--- config.mk ---
export PLATFORM = sky130hd
export DESIGN_NAME = bia_ctrl
export DESIGN_NICKNAME = d
export VERILOG_FILES = /design/src/hdl/bia_pkg.sv /design/src/hdl/bia_ctrl.sv
export SDC_FILE = /design/constraint.sdc
export NUM_CORES = 1
export LEC_CHECK = 0
export BUFFER_PORTS_ARGS = -buffer_cell sky130_fd_sc_hd__buf_2
export CAP_MARGIN = 30
export CELL_PAD_IN_SITES_DETAIL_PLACEMENT = 1
export CELL_PAD_IN_SITES_GLOBAL_PLACEMENT = 1
export CORE_AREA = 2 2 39 41
export CTS_BUF_LIST = sky130_fd_sc_hd__clkbuf_4 sky130_fd_sc_hd__clkbuf_8 sky130_fd_sc_hd__clkbuf_16
export CTS_CLUSTER_DIAMETER = 120
export DETAILED_ROUTE_END_ITERATION = 10
export DIE_AREA = 0 0 41 43
export GPL_TIMING_DRIVEN = 0
export PLACE_DENSITY = 0.58
export SLEW_MARGIN = 20
export SYNTH_ARGS = -nofsm -noshare
export SYNTH_HDL_FRONTEND = slang
export SYNTH_SLANG_ARGS = --single-unit
--- constraint.sdc ---
create_clock -name clk -period 1.21 [get_ports clk]
set_input_delay 0.1815 -clock clk [delete_from_list [all_inputs] [get_ports clk]]
set_output_delay 0.1815 -clock clk [all_outputs]
set_load 0.02 [all_outputs]
--- src/hdl/bia_pkg.sv ---
package bia_pkg;

	localparam int MAP_DEPTH = 4096;
	localparam int MAP_W     = $clog2(MAP_DEPTH);
	localparam int ID_W      = 32;
	localparam int CNT_W     = 13;
	localparam int DATA_W    = 32;
	localparam int ADDR_W    = 3;

	localparam logic [ID_W-1:0] ID_MAX = {ID_W{1'b1}};

	localparam logic OP_REGISTER = 1'b0;
	localparam logic OP_GENERATE = 1'b1;

	localparam logic REG_TRACKED_COUNT = 1'b0;

	typedef enum logic [3:0] {
		ST_CLEAR = 4'b0001,
		ST_IDLE  = 4'b0010,
		ST_STEP  = 4'b0100,
		ST_CHECK = 4'b1000
	} state_t;

	typedef struct packed {
		logic clear_wr;
		logic accept_reg;
		logic accept_gen;
		logic step;
		logic finish;
	} cmd_t;

	typedef struct packed {
		logic clear_last;
		logic at_max;
		logic next_in_range;
		logic map_bit;
	} status_t;

endpackage

--- src/hdl/bia_ctrl.sv ---
module bia_ctrl (
	input  logic             clk,
	input  logic             arst_n,
	input  logic             start,
	input  logic             op,
	input  bia_pkg::status_t status,
	output bia_pkg::cmd_t    cmd,
	output logic             busy
);

	import bia_pkg::*;

	state_t state_q, state_d;

	always_comb begin
		state_d = state_q;
		cmd     = '0;
		case (state_q)
			ST_CLEAR: begin
				cmd.clear_wr = 1'b1;
				if (status.clear_last) begin
					state_d = ST_IDLE;
				end
			end
			ST_IDLE: begin
				if (start) begin
					if (op == OP_REGISTER) begin
						cmd.accept_reg = 1'b1;
					end else begin
						cmd.accept_gen = 1'b1;
						state_d        = ST_STEP;
					end
				end
			end
			ST_STEP: begin
				if (status.at_max) begin
					cmd.finish = 1'b1;
					state_d    = ST_IDLE;
				end else begin
					cmd.step = 1'b1;
					if (status.next_in_range) begin
						state_d = ST_CHECK;
					end else begin
						cmd.finish = 1'b1;
						state_d    = ST_IDLE;
					end
				end
			end
			ST_CHECK: begin
				// used mark: keep scanning, else stop on this candidate
				if (status.map_bit) begin
					state_d = ST_STEP;
				end else begin
					cmd.finish = 1'b1;
					state_d    = ST_IDLE;
				end
			end
			default: begin
				state_d = ST_IDLE;
			end
		endcase
	end

	always_ff @(posedge clk or negedge arst_n) begin
		if (!arst_n) begin
			state_q <= ST_CLEAR;
		end else begin
			state_q <= state_d;
		end
	end

	assign busy = (state_q != ST_IDLE);

endmodule

==> After elaboration in Yosys (flattened, before gate mapping) <==
Index checks and enable logic that the tools add are counted.
{ "op_classes": {"eq_ne": 8, "mux": 18, "reduce_logical": 1} }
{ "op_table": {"columns": ["operator", "n"], "rows": [
  ["$mux 4", 5],
  ["$pmux 4 s4", 1],
  ["$mux 1", 8],
  ["$ne 2x2->1 const B", 3],
  ["$eq 4x1->1 const B", 1],
  ["$eq 4x2->1 const B", 1],
  ["$eq 4x3->1 const B", 1],
  ["$eq 4x4->1 const B", 1],
  ["$mux 2", 2],
  ["$ne 4x2->1 const B", 1],
  ["$mux 3", 1],
  ["$reduce_and 3->1", 1],
  ["$pmux 1 s2", 1]
]} }
{ "word_totals": {"regBits": 4, "in_bits": 8, "output_inout_bits": 6} }

==> Depth between registers and ports, before layout <==
Gate-level depths: netlist (run 1).
{ "depth": {"ltp_word": 3, "ltp_mapped": 4, "ltp_nobuf": 4} }

==> Worst setup path before layout (run 1) <==
Ideal clock, no wire load.
{ "synth_path": {"kind": "register to output", "start": "register state_q[2]", "end": "output cmd[3] in the netlist's numbering", "arrival_ns": 1.664, "slack_ns": -0.636, "path_stages_with_launch": 3, "cell_sequence": "dfrtp_1 or4b_1 nor3b_1"} }
{ "synth_rtl": {"columns": ["item", "line", "source"], "rows": [
  ["from (decl)", "bia_ctrl.sv:13", "state_t state_q, state_d;"],
  ["from (signal assigned)", "bia_ctrl.sv:68", "state_q <= state_d;"],
  ["to (decl)", "bia_ctrl.sv:7", "output bia_pkg::cmd_t cmd,"]
]} }

==> flow_metrics.py, run 1 <==
metrics = {
    "status": {
        "status": "finished with violations",
        "violations": "setup timing",
    },
    "critical_path": {
        "worst_path_max_delay_cell": "or4b_4",
        "crit_fanout": 5,
        "reg2reg_from": "state_q[1]$_DFFE_PN0P_",
        "critPathMaxStageDelay_ps": 570,
        "cp.arrival_ps": 1570,
        "crit_buf_inv": 1,
        "cp.required_ps": 1030,
        "crit_end": "cmd[3]",
        "r2r_end": "state_q[1]$_DFFE_PN0P_",
        "r2r_cells": 5,
        "path_cells": "or4b_4 > nor3b_4 > buf_6",
        "setup.worst_path.end_class": "output pin",
        "worst_setup_path_start_kind": "flop",
        "crit_family": "simple AND/OR/NAND/NOR gates",
        "cp.depth": 3,
        "path_class": "flop to output pin",
        "ff2ff_setup_slack_ps": -360,
        "startpoint": "state_q[2]$_DFFE_PN0P_",
    },
    "routing": {
        "wirelength_um": 828,
        "via_per_inst": 4.585,
        "wl_per_cell_um": 12.74,
        "antenna_left": 0,
        "first_pass_iters": 2,
        "via_count": 298,
        "drt_iter0_drc": 4,
        "drcViolationCount": 0,
    },
    "grt": {
        "grt_pass1_wl_um": 1311,
        "grt_usage_pct": 11.11,
        "grt_max_degree": 9,
        "grt_pass1_vias": 319,
        "gr-total-overflow": 0,
        "antenna_found_initial": 0,
    },
    "place": {
        "gp_congestion": 0.6898,
        "hpwl_um": 567.9,
        "placed_cells": 53,
        "place.port_buffers": 13,
        "dpl_cell_area_um2": 379.1,
    },
    "job": {
        "cap_violations": 0,
    },
    "die": {
        "dieArea_um2": 1763,
        "fp.dieW_um": 41,
        "die_height_um": 43,
        "io_pins": 14,
        "num_rows": 14,
        "initial_utilization_pct": 18.44,
        "coreArea_um2": 1384,
    },
    "sta": {
        "finalWorstSetupSlack_ps": -537.5,
        "post-route-period-util_pct": 144.4,
        "skew_ps": 5.774,
        "slew_viol_final": 0,
        "worstMarginPinSlew_ps": 330.9,
        "setup_viol": 9,
        "fin_crit_ps": 1747,
        "finalHoldViolations": 0,
        "fmax_mhz": 572.2,
        "rsz0062_at_grt": "yes",
        "fin_tns_setup_ps": -3268,
        "maxSlewHeadroom_pct": 77.88,
    },
    "clock_network": {
        "cts.path.max_buffers": 2,
        "cts_root_buffer": "clkbuf_4",
        "path_clk_slew_ps": 40,
        "cts_tree": "yes",
        "clkSinkCount": 4,
        "htree_levels": 1,
        "numCtsBuffers": 3,
        "clock_latency_ps": 240,
    },
    "yosys": {
        "avgSynthCellArea_um2": 10.64,
        "yosys_warnings": 0,
        "synth_largest_area_cell": "dfrtp_1",
        "synth_fp_nets": 32,
        "ys_types": 15,
        "synthCells": 24,
        "seq_area_frac_synth_pct": 39.71,
        "synth_area_um2": 255.2,
        "yosys-top-cells-area": "dfrtp_1 29%, dfstp_2 10%, or4b_1 7.8%",
        "synth-seq-cells": 4,
        "synth_top_area_share_pct": 29.41,
    },
    "pwr": {
        "max-vdd-ir-drop_mv": 0.5647,
        "leakagePower_nw": 0.2148,
        "power_density_nw_per_um2": 1590,
        "design_power_total_w": 0.0008295,
    },
    "finish": {
        "layout_common_cells": "8 x buf_4, 7 x buf_2, 5 x buf_6",
        "nets": 58,
        "largestRegisters": "state_q (4)",
        "layoutNonFillerInstCount": 65,
        "largest_register_ffs": 4,
        "final.fill_count": 160,
        "area_growth_pct": 104.4,
        "drive_above_1_share_pct": 75.51,
        "utilization_pct": 37.70,
        "fin_area_um2": 521.8,
        "regMostFlops": "state_q",
        "diodes": 0,
        "final_common_cell": "buf_4",
    },
    "worst_hold_path": {
        "hp-class": "input pin to flop",
    },
}
[repair_timing]
action,CTS,global route
resized for setup,11,6
endpoints found under the setup margin,8,9
hold buffers,1,0
buffers inserted,4,3
hold endpoints to repair,4,0
pin swaps,2,3
[power by group]
part | leakage [nW] | total (W) | switching (W) | internal [W]
combinational | 0.152 | 0.000428 | 0.000181 | 0.000248
clock | 0.0184 | 0.000206 | 0.0000593 | 0.000146
sequential | 0.0445 | 0.000196 | 0.0000340 | 0.000162
total | 0.215 | 0.000829 | 0.000274 | 0.000556
[cell usage after synthesis]
cell      n
dfrtp_1   3
nor2b_1   3
nand3b_1  2
nor2_1    2
nor3b_1   2
nor4b_1   2
or4b_1    2
a211oi_1  1
and2_1    1
dfstp_2   1
o21ai_0   1
o22ai_1   1
o22ai_2   1
or4b_4    1
xor2_1    1
[per-layer routing]
metal	GRT usage, %	part of all wire [%]	up-vias
li1	-	-	144
met1	12.79	36	145
met2	18.13	58	9
met3	2.094	5.8	0
met4	6.000	0	0
met5	0	0	-
[area by class of cell]
type,count,area (µm²),area share [%]
clock buffers,4,30.03,5.755
flip-flops and latches,4,105.1,20.14
multi-input cells,20,205.2,39.33
repair buffers,21,161.4,30.94
well taps,16,20.02,3.837
[worst min path at each step]
| stage | start | endpoint | slack (ps) | cells past startpoint |
|---|---|---|---|---|
| final | status[3] | state_q[0]$_DFFE_PN1P_ | 120 | 2 |
| after global routing | status[3] | state_q[0]$_DFFE_PN1P_ | 110 | 2 |
| after CTS | status[3] | state_q[0]$_DFFE_PN1P_ | 90 | 2 |
| after detailed placement | arst_n | state_q[1]$_DFFE_PN0P_ | -10 | 1 |
| after global placement | arst_n | state_q[1]$_DFFE_PN0P_ | -10 | 1 |
| after floorplan | arst_n | state_q[1]$_DFFE_PN0P_ | -110 | 0 |
[through the flow]
stage / setup WS [ps] / hold WS, ps
2_1_floorplan: -293.6 / -114.1
3_3_place_gp: -345.4 / -14.71
3_5_place_dp: -377.2 / -10.91
4_1_cts: -565.8 / 85.95
5_1_grt: -599.1 / 112.1
6_report: -537.5 / 117.6
[cell families (layout without fill, tap and decap cells)]
group / Yosys count / count (layout) / share of synthesized area, %
AND/OR/NAND/NOR: 15 / 15 / 44.61
AO/OA/AOI/OAI: 4 / 4 / 12.25
flip-flops: 4 / 4 / 39.71
XOR/XNOR: 1 / 1 / 3.432
buffers and inverters: 0 / 25 / 0
Power figures use the tool's default switching activity.
==> run 2, diff against run 1 <==
- CORE_AREA: 2 2 39 41 -> 10 10 47 49
- CTS_BUF_LIST: sky130_fd_sc_hd__clkbuf_4 sky130_fd_sc_hd__clkbuf_8 sky130_fd_sc_hd__clkbuf_16 -> sky130_fd_sc_hd__clkbuf_16
- DIE_AREA: 0 0 41 43 -> 0 0 57 59
==> run 2 against run 1 <==
Net effect: the run still ends with setup timing left; die area is 91% higher; critical path depth stayed put; combinational power is 11% higher; critical path type unchanged; sequential power hardly changed; largest power group is now clock; highest routed layer unchanged.
==> flow_metrics.py, run 2 (synthesis gave the netlist of run 1 again) <==
metrics = {
    "status": {
        "status": "finished with violations",
        "violations": "setup timing",
    },
    "routing": {
        "drt_iter0_drc": 2,
        "drcViolationCount": 0,
        "via_count": 311,
        "wl_per_cell_um": 14.56,
        "wirelength_um": 990,
        "antenna_left": 0,
        "via_per_inst": 4.574,
        "first_pass_iters": 4,
    },
    "critical_path": {
        "setup.worst_path.end_class": "output pin",
        "r2r_cells": 5,
        "cp.arrival_ps": 1570,
        "worst_setup_path_start_kind": "flop",
        "crit_fanout": 4,
        "ff2ff_setup_slack_ps": -360,
        "r2r_end": "state_q[1]$_DFFE_PN0P_",
        "cp.required_ps": 1030,
        "path_class": "flop to output pin",
        "reg2reg_from": "state_q[3]$_DFFE_PN0P_",
    },
    "finish": {
        "area_growth_pct": 136.3,
        "regMostFlops": "state_q",
        "layout_common_cells": "10 x buf_4, 7 x buf_2, 6 x buf_6",
        "diodes": 0,
        "fin_area_um2": 603.1,
        "largestRegisters": "state_q (4)",
        "layoutNonFillerInstCount": 68,
        "final_common_cell": "buf_4",
        "largest_register_ffs": 4,
        "final.fill_count": 161,
        "nets": 61,
        "drive_above_1_share_pct": 76.92,
    },
    "die": {
        "die_height_um": 59,
        "initial_utilization_pct": 18.21,
        "dieArea_um2": 3363,
        "fp.dieW_um": 57,
        "num_rows": 14,
        "io_pins": 14,
        "coreArea_um2": 1401,
    },
    "clock_network": {
        "cts_tree": "yes",
        "cts_root_buffer": "clkbuf_16",
        "htree_levels": 1,
        "clkSinkCount": 4,
        "clock_latency_ps": 220,
        "numCtsBuffers": 3,
        "path_clk_slew_ps": 30,
        "cts.path.max_buffers": 2,
    },
    "worst_hold_path": {
        "worstHoldStart": "status[3]",
        "worstHoldEndpoint": "state_q[0]$_DFFE_PN1P_",
        "hold_depth": 2,
        "hp-class": "input pin to flop",
    },
    "grt": {
        "grt_pass1_vias": 358,
        "grt_pass1_wl_um": 1607,
        "gr-total-overflow": 0,
        "grt_usage_pct": 5.936,
        "antenna_found_initial": 0,
        "grt_max_degree": 9,
    },
    "sta": {
        "post-route-period-util_pct": 144.7,
        "finalHoldViolations": 0,
        "finalWorstSetupSlack_ps": -540.5,
        "hold_slack_ps": 111.7,
        "worstMarginPinSlew_ps": 273.3,
        "skew_ps": 4.915,
        "fin_crit_ps": 1750,
        "fmax_mhz": 571.3,
        "maxSlewHeadroom_pct": 81.73,
        "slew_viol_final": 0,
        "rsz0062_at_grt": "yes",
        "setup_viol": 9,
    },
    "place": {
        "placed_cells": 53,
        "hpwl_um": 674.4,
        "gp_congestion": 0.7380,
        "place_ws_ps": -366.2,
        "dpl_cell_area_um2": 379.1,
        "place.port_buffers": 13,
    },
    "pwr": {
        "leakagePower_nw": 0.2578,
        "power_density_nw_per_um2": 1966,
        "design_power_total_w": 0.001185,
        "max-vdd-ir-drop_mv": 1.270,
    },
    "job": {
        "cap_violations": 0,
    },
}
[run 2: layout make-up]
cell class | instances | area (µm²) | area share (%)
multi-input combinational | 20 | 211.5 | 35.06
clock buffer | 3 | 75.07 | 12.45
timing repair buffer | 24 | 187.7 | 31.12
sequential | 4 | 105.1 | 17.43
tap | 16 | 20.02 | 3.320
clock inverter | 1 | 3.754 | 0.6224
[run 2: where the power goes]
group          switching, W  internal [W]
registers         0.0000317      0.000162
logic              0.000205      0.000268
clock network     0.0000921      0.000426
total              0.000329      0.000856
[run 2: through the flow]
step	setup TNS (ps)	utilization [%]
floorplan	-1327	-
global route	-3878	43.04
detailed placement	-1916	27.05
finish	-3480	43.04
CTS	-3382	38.48
global placement	-1734	27.05
[run 2: per-layer routing]
| layer | GRT usage (%) | vias up | wire length (µm) |
|---|---|---|---|
| met5 | 0 | - | 0 |
| met4 | 3.020 | 0 | 0 |
| met3 | 3.219 | 0 | 78 |
| met2 | 10.39 | 11 | 550 |
| met1 | 5.502 | 150 | 361 |
| li1 | - | 150 | - |
[run 2: worst max-delay path by stage]
| stage | to | slack, ps | cells past startpoint | startpoint |
|---|---|---|---|---|
| floorplan | cmd[3] | -290 | 2 | state_q[2]$_DFFE_PN0P_ |
| global placement | cmd[0] | -350 | 3 | state_q[1]$_DFFE_PN0P_ |
| detailed placement | cmd[0] | -370 | 3 | state_q[1]$_DFFE_PN0P_ |
| CTS | cmd[0] | -550 | 3 | state_q[1]$_DFFE_PN0P_ |
| global route | cmd[3] | -590 | 3 | state_q[2]$_DFFE_PN0P_ |
| finish | cmd[3] | -540 | 3 | state_q[2]$_DFFE_PN0P_ |
[run 2: critical path: stages (launching register included)]
cell and delay, ps:
dfrtp_2 420, or4b_4 580, nor3b_4 210, buf_6 140
[run 2: repair_timing]
item,CTS,global route
buffers inserted,4,6
gates resized for setup,15,4
endpoints found under the hold margin,4,0
hold buffers,1,0
cloned,0,0
setup endpoints to repair,8,9
pin swaps,2,5
==> run 3, diff against run 2 <==
- TNS_END_PERCENT: unset -> 10
==> run 3 against run 2 <==
Net effect: the run still ends with setup timing left; via count is 9.0% lower; global-route usage is 0.48 points lower; fmax shrank 0.32%; sequential share of layout area up 2.8 points; total power down 11%; setup slack worse by 5.6 ps.
==> flow_metrics.py, run 3 (synthesis gave the netlist of run 1 again) <==
metrics = {
    "status": {
        "status": "finished with violations",
        "violations": "setup timing",
    },
    "pwr": {
        "p_comb_share_pct": 30.7,
        "design_power_total_w": 0.001056,
        "p_int_w": 0.0007593,
        "p_sw_w": 0.0002964,
        "pwr-share-clk_pct": 49.7,
        "p_sw_share_pct": 28.07,
        "power_frac_seq_pct": 19.6,
        "power_density_nw_per_um2": 2028,
        "leakagePower_nw": 0.2159,
        "max-vdd-ir-drop_mv": 1.096,
    },
    "die": {
        "coreArea_um2": 1401,
        "fp.dieW_um": 57,
        "die_height_um": 59,
        "initial_utilization_pct": 18.21,
        "io_pins": 14,
        "dieArea_um2": 3363,
        "num_rows": 14,
    },
    "critical_path": {
        "r2r_cells": 4,
        "cp.required_ps": 1030,
        "r2r_end": "state_q[1]$_DFFE_PN0P_",
        "ff2ff_setup_slack_ps": -300,
        "worst_setup_path_start_kind": "flop",
        "setup.worst_path.end_class": "output pin",
        "reg2reg_from": "state_q[1]$_DFFE_PN0P_",
        "crit_fanout": 8,
        "cp.arrival_ps": 1570,
        "path_class": "flop to output pin",
    },
    "routing": {
        "drcViolationCount": 0,
        "via_per_inst": 4.639,
        "drt_iter0_drc": 0,
        "wirelength_um": 852,
        "wl_per_cell_um": 13.97,
        "via_count": 283,
        "first_pass_iters": 1,
        "antenna_left": 0,
    },
    "sta": {
        "fmax_mhz": 569.5,
        "rsz0062_at_grt": "yes",
        "finalHoldViolations": 0,
        "worstMarginPinSlew_ps": 304.2,
        "slew_viol_final": 0,
        "fin_crit_ps": 1756,
        "skew_ps": 4.046,
        "setup_viol": 8,
        "finalWorstSetupSlack_ps": -546.1,
        "maxSlewHeadroom_pct": 79.44,
        "fin_tns_setup_ps": -3054,
        "post-route-period-util_pct": 145.1,
    },
    "finish": {
        "area_growth_pct": 103.9,
        "final.fill_count": 169,
        "utilization_pct": 37.14,
        "multi_input_area_um2": 195.2,
        "ff_latch_area_um2": 105.1,
        "drive_above_1_share_pct": 71.11,
        "fin_area_um2": 520.5,
        "layout_common_cells": "8 x buf_2, 5 x buf_4, 3 x clkbuf_16, 3 x buf_6, 3 x dfrtp_2",
        "regMostFlops": "state_q",
        "nets": 54,
        "final_common_cell": "buf_2",
        "largestRegisters": "state_q (4)",
        "diodes": 0,
        "largest_register_ffs": 4,
    },
    "clock_network": {
        "clkSinkCount": 4,
        "numCtsBuffers": 3,
        "clock_latency_ps": 230,
        "cts.path.max_buffers": 2,
        "cts_tree": "yes",
        "cts_root_buffer": "clkbuf_16",
        "htree_levels": 1,
        "path_clk_slew_ps": 30,
    },
    "place": {
        "place.port_buffers": 13,
        "dpl_cell_area_um2": 371.6,
        "hpwl_um": 644.8,
        "gp_congestion": 0.7330,
        "place_ws_ps": -361.3,
    },
    "grt": {
        "gr-total-overflow": 0,
        "antenna_found_initial": 0,
        "grt_usage_pct": 5.459,
        "grt_pass1_wl_um": 1518,
        "grt_max_degree": 9,
        "grt_pass1_vias": 327,
    },
    "worst_hold_path": {
        "worstHoldStart": "status[3]",
        "hold_depth": 2,
        "worstHoldEndpoint": "state_q[0]$_DFFE_PN1P_",
        "hp-class": "input pin to flop",
    },
    "job": {
        "cap_violations": 0,
    },
}
[run 3: layer usage]
layer | up-vias | track usage (%) | share of wire, %
li1 | 135 | - | -
met1 | 133 | 5.502 | 40
met2 | 13 | 8.837 | 49
met3 | 2 | 1.717 | 9.0
met4 | 0 | 5.034 | 1.9
met5 | - | 0 | 0
[run 3: repair_timing]
item	CTS	global route
pin swaps	0	2
gates resized for setup	9	5
cloned	0	0
endpoints found under the hold margin	4	0
hold buffers	1	0
setup buffers	1	2
setup endpoints to repair	8	9
[run 3: through the flow]
step                cells  hold slack, ps
detailed placement     53          -14.32
global route           61           91.50
global placement       53          -15.85
floorplan              24          -114.1
CTS                    59           93.00
finish                 61           86.83
[run 3: layout make-up]
type	instances	area share (%)
well taps	16	3.846
clock buffers	3	14.42
repair buffers	17	23.32
clock inverters	1	0.7212
flip-flops and latches	4	20.19
multi-input cells	20	37.50
[run 3: critical path, stage by stage (launching register included)]
cell and delay [ps]:
dfrtp_2 440, or4b_4 570, o22ai_4 190, buf_6 140
[run 3: power by group through the flow]
stage	Sequential (W)	Clock, W	Combinational [W]
6_report	0.000206	0.000525	0.000325
5_1_grt	0.000213	0.000552	0.000358
4_1_cts	0.000208	0.000534	0.000306
3_5_place_dp	0.000208	0	0.000261
3_3_place_gp	0.000200	0	0.000253
2_1_floorplan	0.000194	0	0.000189
[run 3: worst max path at each step]
stage,start,endpoint,slack [ps],cells after the start
final,state_q[1]$_DFFE_PN0P_,cmd[0],-550,3
after global routing,state_q[2]$_DFFE_PN0P_,cmd[3],-610,3
after CTS,state_q[1]$_DFFE_PN0P_,cmd[0],-550,3
after detailed placement,state_q[1]$_DFFE_PN0P_,cmd[0],-360,3
after global placement,state_q[1]$_DFFE_PN0P_,cmd[0],-330,3
after floorplan,state_q[2]$_DFFE_PN0P_,cmd[3],-290,2
